$ cat src/rtl/eap_pkg.sv
// encoder angle processor package: register map, reset values, config and command types
// no dependencies; used by the register file, controller, datapath and top level of the block
package eap_pkg;

  localparam int ADDR_W = 5;
  localparam int DATA_W = 32;

  localparam logic [2:0] REG_COUNT_TOP   = 3'd0;
  localparam logic [2:0] REG_COUNT_SCALE = 3'd1;
  localparam logic [2:0] REG_REVERSE     = 3'd2;
  localparam logic [2:0] REG_POLE_PAIRS  = 3'd3;
  localparam logic [2:0] REG_MECH_OFFSET = 3'd4;
  localparam logic [2:0] REG_ELEC_OFFSET = 3'd5;

  localparam logic [15:0] RST_COUNT_TOP   = 16'd3999;
  localparam logic [31:0] RST_COUNT_SCALE = 32'd1074005;
  localparam logic        RST_REVERSE     = 1'b0;
  localparam logic [5:0]  RST_POLE_PAIRS  = 6'd7;
  localparam logic [15:0] RST_MECH_OFFSET = 16'd0;
  localparam logic [15:0] RST_ELEC_OFFSET = 16'd53900;

  typedef struct packed {
    logic [15:0] count_top;
    logic [31:0] count_scale;
    logic        reverse_direction;
    logic [5:0]  pole_pairs;
    logic [15:0] mech_offset;
    logic [15:0] elec_offset;
  } cfg_t;

  // one step of the datapath per flag
  typedef struct packed {
    logic capture;
    logic mul;
    logic angle;
    logic finish;
  } cmd_t;

endpackage

$ cat src/rtl/eap_regs.sv
// encoder angle processor configuration registers behind an apb-style port
// depends on eap_pkg for the register map and reset values
module eap_regs (
  input  logic                        clk,
  input  logic                        rst,
  input  logic                        psel,
  input  logic                        penable,
  input  logic                        pwrite,
  input  logic [eap_pkg::ADDR_W-1:0]  paddr,
  input  logic [eap_pkg::DATA_W-1:0]  pwdata,
  output logic [eap_pkg::DATA_W-1:0]  prdata,
  output logic                        pready,
  output eap_pkg::cfg_t               cfg
);

  logic [2:0] index;
  logic       wr_en;

  assign index  = paddr[4:2];
  assign pready = 1'b1;
  assign wr_en  = psel && penable && pwrite;

  always_ff @(posedge clk) begin
    if (rst) begin
      cfg.count_top         <= eap_pkg::RST_COUNT_TOP;
      cfg.count_scale       <= eap_pkg::RST_COUNT_SCALE;
      cfg.reverse_direction <= eap_pkg::RST_REVERSE;
      cfg.pole_pairs        <= eap_pkg::RST_POLE_PAIRS;
      cfg.mech_offset       <= eap_pkg::RST_MECH_OFFSET;
      cfg.elec_offset       <= eap_pkg::RST_ELEC_OFFSET;
    end else if (wr_en) begin
      unique case (index)
        eap_pkg::REG_COUNT_TOP:   cfg.count_top         <= pwdata[15:0];
        eap_pkg::REG_COUNT_SCALE: cfg.count_scale       <= pwdata;
        eap_pkg::REG_REVERSE:     cfg.reverse_direction <= pwdata[0];
        eap_pkg::REG_POLE_PAIRS:  cfg.pole_pairs        <= pwdata[5:0];
        eap_pkg::REG_MECH_OFFSET: cfg.mech_offset       <= pwdata[15:0];
        eap_pkg::REG_ELEC_OFFSET: cfg.elec_offset       <= pwdata[15:0];
        default: ;
      endcase
    end
  end

  always_comb begin
    unique case (index)
      eap_pkg::REG_COUNT_TOP:   prdata = {16'd0, cfg.count_top};
      eap_pkg::REG_COUNT_SCALE: prdata = cfg.count_scale;
      eap_pkg::REG_REVERSE:     prdata = {31'd0, cfg.reverse_direction};
      eap_pkg::REG_POLE_PAIRS:  prdata = {26'd0, cfg.pole_pairs};
      eap_pkg::REG_MECH_OFFSET: prdata = {16'd0, cfg.mech_offset};
      eap_pkg::REG_ELEC_OFFSET: prdata = {16'd0, cfg.elec_offset};
      default:                  prdata = '0;
    endcase
  end

endmodule

$ cat src/rtl/eap_ctrl.sv
// encoder angle processor controller: sequences capture, multiply, angle and finish steps
// depends on eap_pkg for the command struct; owns the input ready and output valid flags
module eap_ctrl (
  input  logic          clk,
  input  logic          rst,
  input  logic          in_valid,
  output logic          in_ready,
  output logic          out_valid,
  input  logic          out_ready,
  output eap_pkg::cmd_t cmd
);

  localparam logic [1:0] ST_IDLE = 2'd0;
  localparam logic [1:0] ST_MUL  = 2'd1;
  localparam logic [1:0] ST_ANG  = 2'd2;
  localparam logic [1:0] ST_FIN  = 2'd3;

  logic [1:0] state;
  logic [1:0] state_next;
  logic       out_valid_next;

  assign in_ready    = (state == ST_IDLE);
  assign cmd.capture = in_valid && in_ready;
  assign cmd.mul     = (state == ST_MUL);
  assign cmd.angle   = (state == ST_ANG);
  // result register must be empty or emptying before the finish step commits
  assign cmd.finish  = (state == ST_FIN) && (!out_valid || out_ready);

  always_comb begin
    state_next = state;
    unique case (state)
      ST_IDLE: if (cmd.capture) state_next = ST_MUL;
      ST_MUL:  state_next = ST_ANG;
      ST_ANG:  state_next = ST_FIN;
      ST_FIN:  if (cmd.finish) state_next = ST_IDLE;
      default: state_next = ST_IDLE;
    endcase
  end

  always_comb begin
    out_valid_next = out_valid;
    if (cmd.finish) begin
      out_valid_next = 1'b1;
    end else if (out_ready) begin
      out_valid_next = 1'b0;
    end
  end

  always_ff @(posedge clk) begin
    if (rst) begin
      state     <= ST_IDLE;
      out_valid <= 1'b0;
    end else begin
      state     <= state_next;
      out_valid <= out_valid_next;
    end
  end

endmodule

$ cat src/rtl/eap_datapath.sv
// encoder angle processor datapath: count scaling, offsets, pole multiply, revolution tracking
// depends on eap_pkg for config and command types; steps are driven by eap_ctrl
module eap_datapath #(
  parameter int ANGLE_BITS = 16
) (
  input  logic               clk,
  input  logic               rst,
  input  eap_pkg::cfg_t      cfg,
  input  eap_pkg::cmd_t      cmd,
  input  logic [15:0]        raw_count,
  output logic [15:0]        mech_angle,
  output logic [15:0]        single_turn_angle,
  output logic [15:0]        elec_angle,
  output logic signed [15:0] revolutions,
  output logic signed [31:0] multi_turn_position
);

  localparam int DW = ANGLE_BITS + 4;
  localparam logic signed [DW-1:0] LIM_POS = DW'(64'sd4 << ANGLE_BITS);
  localparam logic signed [DW-1:0] LIM_NEG = -LIM_POS;

  logic signed [16:0]           count_d;
  logic signed [16:0]           count_d_next;
  logic signed [49:0]           prod_full;
  logic [31:0]                  prod;
  logic [ANGLE_BITS-1:0]        angle;
  logic [ANGLE_BITS-1:0]        previous_angle;
  logic signed [15:0]           revolution_count;
  logic signed [15:0]           revolution_count_next;
  logic [ANGLE_BITS+5:0]        pole_prod;
  logic [ANGLE_BITS-1:0]        elec_val;
  logic [ANGLE_BITS-1:0]        single_val;
  logic signed [ANGLE_BITS:0]   diff;
  logic signed [DW-1:0]         diff_ext;
  logic signed [DW-1:0]         diff_x5;
  logic [31:0]                  multi_val;

  // mirrored count may go negative and is scaled as a signed value
  assign count_d_next = cfg.reverse_direction ?
                        ($signed({1'b0, cfg.count_top}) - $signed({1'b0, raw_count})) :
                        $signed({1'b0, raw_count});

  assign prod_full = count_d * $signed({1'b0, cfg.count_scale});

  assign pole_prod  = angle * cfg.pole_pairs;
  assign elec_val   = pole_prod[ANGLE_BITS-1:0] - ANGLE_BITS'(cfg.elec_offset);
  assign single_val = angle + ANGLE_BITS'(cfg.mech_offset);

  // jump of more than 0.8 turn: 5*diff against 4 turns
  assign diff     = $signed({1'b0, angle}) - $signed({1'b0, previous_angle});
  assign diff_ext = DW'(diff);
  assign diff_x5  = (diff_ext <<< 2) + diff_ext;

  always_comb begin
    revolution_count_next = revolution_count;
    if (diff_x5 > LIM_POS) begin
      revolution_count_next = revolution_count - 16'sd1;
    end else if (diff_x5 < LIM_NEG) begin
      revolution_count_next = revolution_count + 16'sd1;
    end
  end

  assign multi_val = (32'(revolution_count_next) << ANGLE_BITS) + 32'(angle);

  always_ff @(posedge clk) begin
    if (cmd.capture) begin
      count_d <= count_d_next;
    end
    if (cmd.mul) begin
      prod <= prod_full[31:0];
    end
    if (cmd.angle) begin
      angle <= prod[31 -: ANGLE_BITS];
    end
    if (cmd.finish) begin
      mech_angle          <= 16'(angle);
      single_turn_angle   <= 16'(single_val);
      elec_angle          <= 16'(elec_val);
      revolutions         <= revolution_count_next;
      multi_turn_position <= multi_val;
    end
  end

  always_ff @(posedge clk) begin
    if (rst) begin
      previous_angle   <= '0;
      revolution_count <= '0;
    end else if (cmd.finish) begin
      previous_angle   <= angle;
      revolution_count <= revolution_count_next;
    end
  end

endmodule

$ cat src/rtl/encoder_angle_processor_unit.sv
// encoder angle processor top level: apb register file, controller and datapath
// depends on eap_pkg, eap_regs, eap_ctrl and eap_datapath
//
// usage:
//   configuration registers sit on the apb-style port at byte address 4*index
//   (count_top, count_scale, reverse_direction, pole_pairs, mech_offset,
//   elec_offset); write them only while the block is idle. pready is always high.
//   the input channel takes one raw encoder count per word (in_valid/in_ready);
//   the output channel returns one word per input with the mechanical, offset
//   single-turn and electrical angles, the revolution count and the multi-turn
//   position (out_valid/out_ready).
//   the sequencer takes each count through the capture, count-scale multiply,
//   angle and finish steps; one item is in flight at a time and a new one is
//   taken only once the last has left the finish step.
//   the result sits in an output register, so the next count is accepted and
//   worked while a stalled result waits; the finish step then holds until the
//   receiver takes that result.
//   reset clears the registers to their defaults, the revolution counter and
//   the previous angle to zero, and drops out_valid.
module encoder_angle_processor_unit #(
  parameter int ANGLE_BITS = 16
) (
  input  logic                        clk,
  input  logic                        rst,
  input  logic                        psel,
  input  logic                        penable,
  input  logic                        pwrite,
  input  logic [eap_pkg::ADDR_W-1:0]  paddr,
  input  logic [eap_pkg::DATA_W-1:0]  pwdata,
  output logic [eap_pkg::DATA_W-1:0]  prdata,
  output logic                        pready,
  input  logic                        in_valid,
  output logic                        in_ready,
  input  logic [15:0]                 raw_count,
  output logic                        out_valid,
  input  logic                        out_ready,
  output logic [15:0]                 mech_angle,
  output logic [15:0]                 single_turn_angle,
  output logic [15:0]                 elec_angle,
  output logic signed [15:0]          revolutions,
  output logic signed [31:0]          multi_turn_position
);

  eap_pkg::cfg_t cfg;
  eap_pkg::cmd_t cmd;

  eap_regs u_regs (
    .clk     (clk),
    .rst     (rst),
    .psel    (psel),
    .penable (penable),
    .pwrite  (pwrite),
    .paddr   (paddr),
    .pwdata  (pwdata),
    .prdata  (prdata),
    .pready  (pready),
    .cfg     (cfg)
  );

  eap_ctrl u_ctrl (
    .clk       (clk),
    .rst       (rst),
    .in_valid  (in_valid),
    .in_ready  (in_ready),
    .out_valid (out_valid),
    .out_ready (out_ready),
    .cmd       (cmd)
  );

  eap_datapath #(
    .ANGLE_BITS (ANGLE_BITS)
  ) u_datapath (
    .clk                 (clk),
    .rst                 (rst),
    .cfg                 (cfg),
    .cmd                 (cmd),
    .raw_count           (raw_count),
    .mech_angle          (mech_angle),
    .single_turn_angle   (single_turn_angle),
    .elec_angle          (elec_angle),
    .revolutions         (revolutions),
    .multi_turn_position (multi_turn_position)
  );

endmodule

$ cat config.mk
export PLATFORM = sky130hd
export DESIGN_NAME = encoder_angle_processor_unit
export DESIGN_NICKNAME = d
export VERILOG_FILES = /design/src/rtl/eap_pkg.sv /design/src/rtl/eap_regs.sv /design/src/rtl/eap_ctrl.sv /design/src/rtl/eap_datapath.sv /design/src/rtl/encoder_angle_processor_unit.sv
export SDC_FILE = /design/constraint.sdc
export NUM_CORES = 2
export LEC_CHECK = 0
export BUFFER_PORTS_ARGS = -buffer_cell sky130_fd_sc_hd__buf_2
export CAP_MARGIN = 20
export CORE_MARGIN = 2
export CORE_UTILIZATION = 55
export CTS_CLUSTER_DIAMETER = 120
export DETAILED_ROUTE_END_ITERATION = 16
export PLACE_DENSITY = 0.76
export SYNTH_ARGS = -nofsm -noshare
export SYNTH_HDL_FRONTEND = slang
export SYNTH_SLANG_ARGS = --single-unit
$ cat constraint.sdc
create_clock -name clk -period 12.5 [get_ports clk]
set_input_delay 2.5 -clock clk [delete_from_list [all_inputs] [get_ports clk]]
set_output_delay 2.5 -clock clk [all_outputs]
set_load 0.005 [all_outputs]
-- Word-level counts from Yosys, hierarchy flattened
Index checks and enable logic that the tools add are counted.
- memories: 0
- word-level logic and storage cells: 66
- output and inout bits: 131
- latch bits: 0
- memory bits (writable): 0
- bits in registers: 283
- memory bits (read-only): 0
- mux-type cells: 9
- multiply operators: 2
- $add $sub $neg: 8
- bitwise logic cells: 0
- order comparisons: 2
- shift-type cells: 0
- reductions and logical operators: 16
- equal/unequal tests: 10
- div/mod/pow operators: 0
- operators by type and width (operator ; number):
    32-bit case mux with 6 select lines ; 1
    16-bit two-way mux ; 3
    16-bit by 16-bit subtractor with 17-bit output ; 2
    17-bit by 33-bit multiplier with 32-bit output ; 1
    32-bit by 16-bit adder with 32-bit output ; 1
    19-bit by 17-bit adder with 20-bit output ; 1
    20-bit greater-than comparator, second input constant ; 1
    20-bit by 19-bit < comparator with 1-bit output, second input constant ; 1
    16-bit adder ; 1
    16-bit by 2-bit adder with 16-bit output, second input constant ; 1
    16-bit by 6-bit multiplier with 16-bit output ; 1
    16-bit subtractor ; 1
    16-bit by 2-bit subtractor with 16-bit output, second input constant ; 1
    2-bit AND reduction ; 7
    2-bit case mux with 4 select lines ; 1
    3-bit by 2-bit equality test with 1-bit output, second input constant ; 2
    3-bit equality test, second input constant ; 2
    2-bit equality test, second input constant ; 2
    1-bit logical AND ; 4
    2-bit two-way mux ; 2
    2-bit != test, second input constant ; 2
    3-bit by 1-bit equality test with 1-bit output, second input constant ; 1
    3-bit logical NOT ; 1
    2-bit by 1-bit equality test with 1-bit output, second input constant ; 1
    other kinds (5) ; 6

-- Logic depth before layout (Yosys ltp)
- depth in word-level cells: 6
- gate-level depth with buffers: 25
- gate-level depth less buffers: 24

-- Modules after synthesis
From an unflattened synthesis, not the netlist that was laid out.
- cell total of the unflattened synthesis: 2950
- area total of the unflattened synthesis: 27805.4 um^2
- modules (own cells, without submodules) (module ; seq. area each (um^2) ; area an instance (um^2) ; cells an instance ; instances):
    eap_datapath ; 4033.9 ; 23296.1 ; 2492 ; 1
    eap_regs ; 1741.7 ; 4295.4 ; 435 ; 1
    eap_ctrl ; 60.1 ; 214.0 ; 23 ; 1

-- Worst setup path before layout
No wires, ideal clock.
- path kind: input -> output
- start point: input paddr[2] (netlist bit)
- end point: output prdata[15] (netlist bit)
- required time: 10.000 ns
- cell stages on the path: 5
- buffers on the path: 3
- path slack: 6.054 ns
- arrival time: 3.946 ns
- cell sequence: clkbuf_1 buf_1 clkbuf_1 mux4_2 nor2b_1
- longest elaborated chain between the ends: 2
- elaborated cells between the ends (all ways): 7
- those cells by class: eq/ne: 5; mux: 1; reduce/logical: 1
- ends and longest elaborated chain (what ; RTL line ; RTL):
    from (decl) ; encoder_angle_processor_unit.sv:28 ; input logic [eap_pkg::ADDR_W-1:0] paddr,
    3-bit equality test (tied with other cells) ; eap_regs.sv:45 ; unique case (index)
    32-bit case mux with 6 select lines * ; eap_regs.sv:45 ;
    to (decl) ; encoder_angle_processor_unit.sv:30 ; output logic [eap_pkg::DATA_W-1:0] prdata,
Mark *: on every way between the ends. The rest lies on a longest branch, timed or not.

-- Worst setup path after layout
- start point: register u_datapath.count_d[7]
- end point: register u_datapath.prod[31], data pin
- longest elaborated chain between the ends: 1
- ends and longest elaborated chain (what ; RTL line ; RTL):
    from (decl) ; eap_datapath.sv:22 ; logic signed [16:0] count_d;
    from (signal assigned) ; eap_datapath.sv:67 ; count_d <= count_d_next;
    17-bit by 33-bit multiplier with 32-bit output ; eap_datapath.sv:43 ; assign prod_full = count_d * $signed({1'b0, cfg.count_scale});
    net u_datapath.prod_full[31] ; eap_datapath.sv:24 ; logic signed [49:0] prod_full;
    to (signal assigned) ; eap_datapath.sv:70 ; prod <= prod_full[31:0];
    to (decl) ; eap_datapath.sv:25 ; logic [31:0] prod;
The timed path passes the listed nets, and every way through them passes these cells.
A chain may end at the register's enable or synchronous reset.

==> impl_metrics.tcl <==
set metrics [dict create \
    detail-route-antenna-nets 0 \
    cts-htree-levels 1 \
    post_cts.repair.setup_buffers 0 \
    inserted_clock_buffers 26 \
    synth.lib_cells_used.distinct 83 \
    crit_path_top_delay_cell "sky130_fd_sc_hd__edfxtp_1" \
    floorplan.die_area_sq_um 51000 \
    finalWeightedCongestion 0.926 \
    grt_antenna_before_repair 2 \
    preCtsSetupSlack_ps 4970 \
    die_w_um 226 \
    r2r_setup_slack_ps 4960 \
    timing.critical_path.to "u_datapath.prod[31]" \
    drcViolationCount 0 \
    hold_depth 0 \
    yosysWarningCount 0 \
    worst_setup_hold_path_clk_slew_ps 60 \
    synth_seq_area_share 0.215 \
    r2r_start "u_datapath.count_d[7]" \
    core-area_sq_um 48700 \
    groute.layer.met3.usage 0.0350 \
    grt_remaining_overflow 0 \
    finalNetCount 3680 \
    crit_path_max_fanout 25 \
    synth_cells 2994 \
    worstSkewPairLatency_ps 550 \
    area.growth.synth_to_final_pct 7.78 \
    path_class "register to register" \
    initial_utilization 0.556 \
    io_buffers 187 \
    cp.arrival_ps 7810 \
    grt_start_max_net_pins 81 \
    clk_path_buf_depth 3 \
    synth_largest_type_area_fraction 0.281 \
    critPathMostFrequentCell "sky130_fd_sc_hd__fa_1" \
    fin_worst_skew_ps 18.1 \
    min-delay-path-class "register to register" \
    wire_length_of_the_first_global_routing_pass_mm 117 \
    vias_per_instance 5.70 \
    fin_setup_tns_ps 0 \
    finalCritPeriodShare 0.603 \
    tritoncts_num_sinks 235 \
    asr_flop_ratio_synth 0 \
    rsz0062_at_grt "no" \
    max-slew-margin-rel 0.204 \
    reg2reg_capture_point "u_datapath.prod[31]" \
    groute.usage.overall 0.292 \
    tritoncts "yes" \
    floorplan.die.height_um 226 \
    path_cells "and2_1 > fa_1 > inv_1 > fa_1 > fa_1 > inv_1 > fa_1 > fa_1 > inv_1 > fa_1 > inv_1 > ha_1 > o2111a_1 > o211ai_1 > o211ai_1 > or3b_1 > a21o_1 > a21o_1 > a311oi_1 > a311oi_1 > xnor2_1" \
    setup_slack_ps 4960 \
    post-synth-top-area-cell "sky130_fd_sc_hd__fa_1" \
    critPathRequiredTime_ps 12780 \
    max_slew.worst_pin.slew_ps 1190 \
    layout.cells.most_common "sky130_fd_sc_hd__nand2_1" \
    drtPass1Iterations 6 \
    wl_per_cell_um 19.3 \
    setup.worst_path.start_class "register" \
    syn-cell-area_sq_um 27100 \
    fraction_of_layout_cells_with_a_size_suffix_above_1 0.0959 \
    io_pins 191 \
    post_cts_resize_count 0 \
    root_buffer_master "sky130_fd_sc_hd__clkbuf_16" \
    fmax_mhz 133 \
    reg2regPathDepth 21 \
    setup-violations-final 0 \
    worst_setup_path_start "u_datapath.count_d[7]" \
    critical_path.max_stage_delay_ps 1140 \
    hold_buffers 0 \
    synth_enable_flop_cells 113 \
    detail_route.wirelength_mm 72.2 \
    ys.flop_type "sky130_fd_sc_hd__dfxtp_1" \
    cap_viol_max_count 0 \
    grt.busiest_layer "met2" \
    overall_via_count_from_detail_route 21300 \
    post_synth_net_total 3617 \
    netlist_top_cells_area "sky130_fd_sc_hd__fa_1, sky130_fd_sc_hd__edfxtp_1, sky130_fd_sc_hd__dfxtp_1, sky130_fd_sc_hd__ha_1, sky130_fd_sc_hd__nand2_1" \
    use_met1 0.372 \
    timing.final.hold_violations 0 \
    ys_ff_latch 235 \
    finalCriticalPeriod_ps 7540 \
    via_count_of_the_first_global_routing_pass 22400 \
    rows 81 \
    most-common-layout-cells "sky130_fd_sc_hd__nand2_1, sky130_fd_sc_hd__inv_1, sky130_fd_sc_hd__fa_1, sky130_fd_sc_hd__and2_1, sky130_fd_sc_hd__buf_2" \
    synthesis.area_per_instance_sq_um 9.05 \
    groute.layer.met2.usage 0.497 \
    endpoint_kind "register" \
    first_iter_violations 1797 \
    run_status "completed" \
    drv_slew 0 \
    detailedPlacementHpwl_mm 54.4 \
]
## per-layer routing
| layer | up-vias | routed length [um] |
|---|---|---|
| met5 | - | 0 |
| met4 | 0 | 3490 |
| met3 | 224 | 5580 |
| met2 | 941 | 35000 |
| met1 | 10700 | 28100 |
| li1 | 9517 | - |
## per-stage QoR
stage | util | cells | hold slack, ps | area (sq um)
finish | 0.599 | 3745 | 410 | 29200
global placement | 0.579 | 3690 | 405 | 28200
global route | 0.599 | 3742 | 432 | 29200
detailed placement | 0.579 | 3691 | 406 | 28200
floorplan | - | 2994 | 400 | 27100
CTS | 0.598 | 3739 | 411 | 29200
## Yosys cell counts, types with 4 or more instances
cell type	instances
sky130_fd_sc_hd__a31oi_1	6
sky130_fd_sc_hd__or2_2	7
sky130_fd_sc_hd__nor2b_1	42
sky130_fd_sc_hd__buf_1	9
sky130_fd_sc_hd__ha_1	183
sky130_fd_sc_hd__a21boi_0	7
sky130_fd_sc_hd__a211oi_1	8
sky130_fd_sc_hd__inv_1	469
sky130_fd_sc_hd__and3_1	14
sky130_fd_sc_hd__o21a_1	15
sky130_fd_sc_hd__a2bb2oi_1	4
sky130_fd_sc_hd__buf_4	33
sky130_fd_sc_hd__o21bai_1	7
sky130_fd_sc_hd__xnor2_1	80
sky130_fd_sc_hd__fa_1	380
sky130_fd_sc_hd__nand4_1	5
sky130_fd_sc_hd__mux4_2	10
sky130_fd_sc_hd__mux2_2	4
sky130_fd_sc_hd__nand3_1	62
sky130_fd_sc_hd__or3_1	17
sky130_fd_sc_hd__or4_1	5
sky130_fd_sc_hd__dfxtp_1	122
sky130_fd_sc_hd__clkbuf_1	124
sky130_fd_sc_hd__nor3_1	33
sky130_fd_sc_hd__mux2i_1	24
sky130_fd_sc_hd__edfxtp_1	113
sky130_fd_sc_hd__nor2_1	88
sky130_fd_sc_hd__o211ai_1	18
sky130_fd_sc_hd__and2_1	248
sky130_fd_sc_hd__nand2b_1	12
sky130_fd_sc_hd__a211o_1	4
sky130_fd_sc_hd__nand2_1	518
sky130_fd_sc_hd__o22ai_1	5
sky130_fd_sc_hd__o31ai_1	8
sky130_fd_sc_hd__a21o_1	17
sky130_fd_sc_hd__nand3b_1	6
sky130_fd_sc_hd__xor2_1	38
sky130_fd_sc_hd__o2111ai_1	4
sky130_fd_sc_hd__o21ai_0	60
sky130_fd_sc_hd__buf_2	4
sky130_fd_sc_hd__a21oi_1	119
## flip-flops by register name (all words and copies together) (netlist names)
name and flops:
u_ctrl.out_valid 1, u_ctrl.state 2, u_datapath.angle 16, u_datapath.count_d 17, u_datapath.elec_angle 16, u_datapath.multi_turn_position 32, u_datapath.previous_angle 16, u_datapath.prod 16
u_datapath.revolution_count 16, u_datapath.single_turn_angle 16, u_regs.cfg 87
## layout make-up
cell class | instances | area [sq um]
Clock buffer | 28 | 679
Antenna cell | 4 | 10.0
Multi-Input combinational cell | 2116 | 18700
Tap cell | 664 | 831
Clock inverter | 20 | 246
Fill cell | 4038 | 19600
Sequential cell | 235 | 5840
Timing Repair Buffer | 207 | 1120
Inverter | 471 | 1770
## cells by family (layout without fill, tap and decap cells)
| kind of cell | Yosys count | in the layout | synth area share |
|---|---|---|---|
| AOI/OAI and AO/OA | 321 | 321 | 0.0770 |
| xor gates and xnor gates | 118 | 118 | 0.0382 |
| adders and majority gates | 563 | 563 | 0.365 |
| buffers and inverters | 643 | 726 | 0.0944 |
| DFF | 235 | 235 | 0.215 |
| muxes | 40 | 40 | 0.0198 |
| other | 1 | 5 | 0.000138 |
| and+or+nand+nor | 1073 | 1073 | 0.190 |
## worst max-delay path, delay by kind of cell, from the launching register on
kind	cells	cell delay, ps
AOI/OAI and AO/OA	7	1820
xor gates and xnor gates	1	170
adders and majority gates	7	3170
buffers and inverters	4	230
and+or+nand+nor	2	740
DFF	1	1140
## worst min-delay path by stage
stage / start / to
floorplan: u_datapath.prod[16] / u_datapath.angle[0]
global placement: u_datapath.prod[16] / u_datapath.angle[0]
detailed placement: u_datapath.prod[21] / u_datapath.angle[5]
CTS: u_datapath.prod[21] / u_datapath.angle[5]
global route: u_datapath.prod[21] / u_datapath.angle[5]
finish: u_datapath.prod[21] / u_datapath.angle[5]
Power is left out: the tool's default activity adds up to more than one toggle a clock period on the data nets, which glitch-free logic cannot reach.
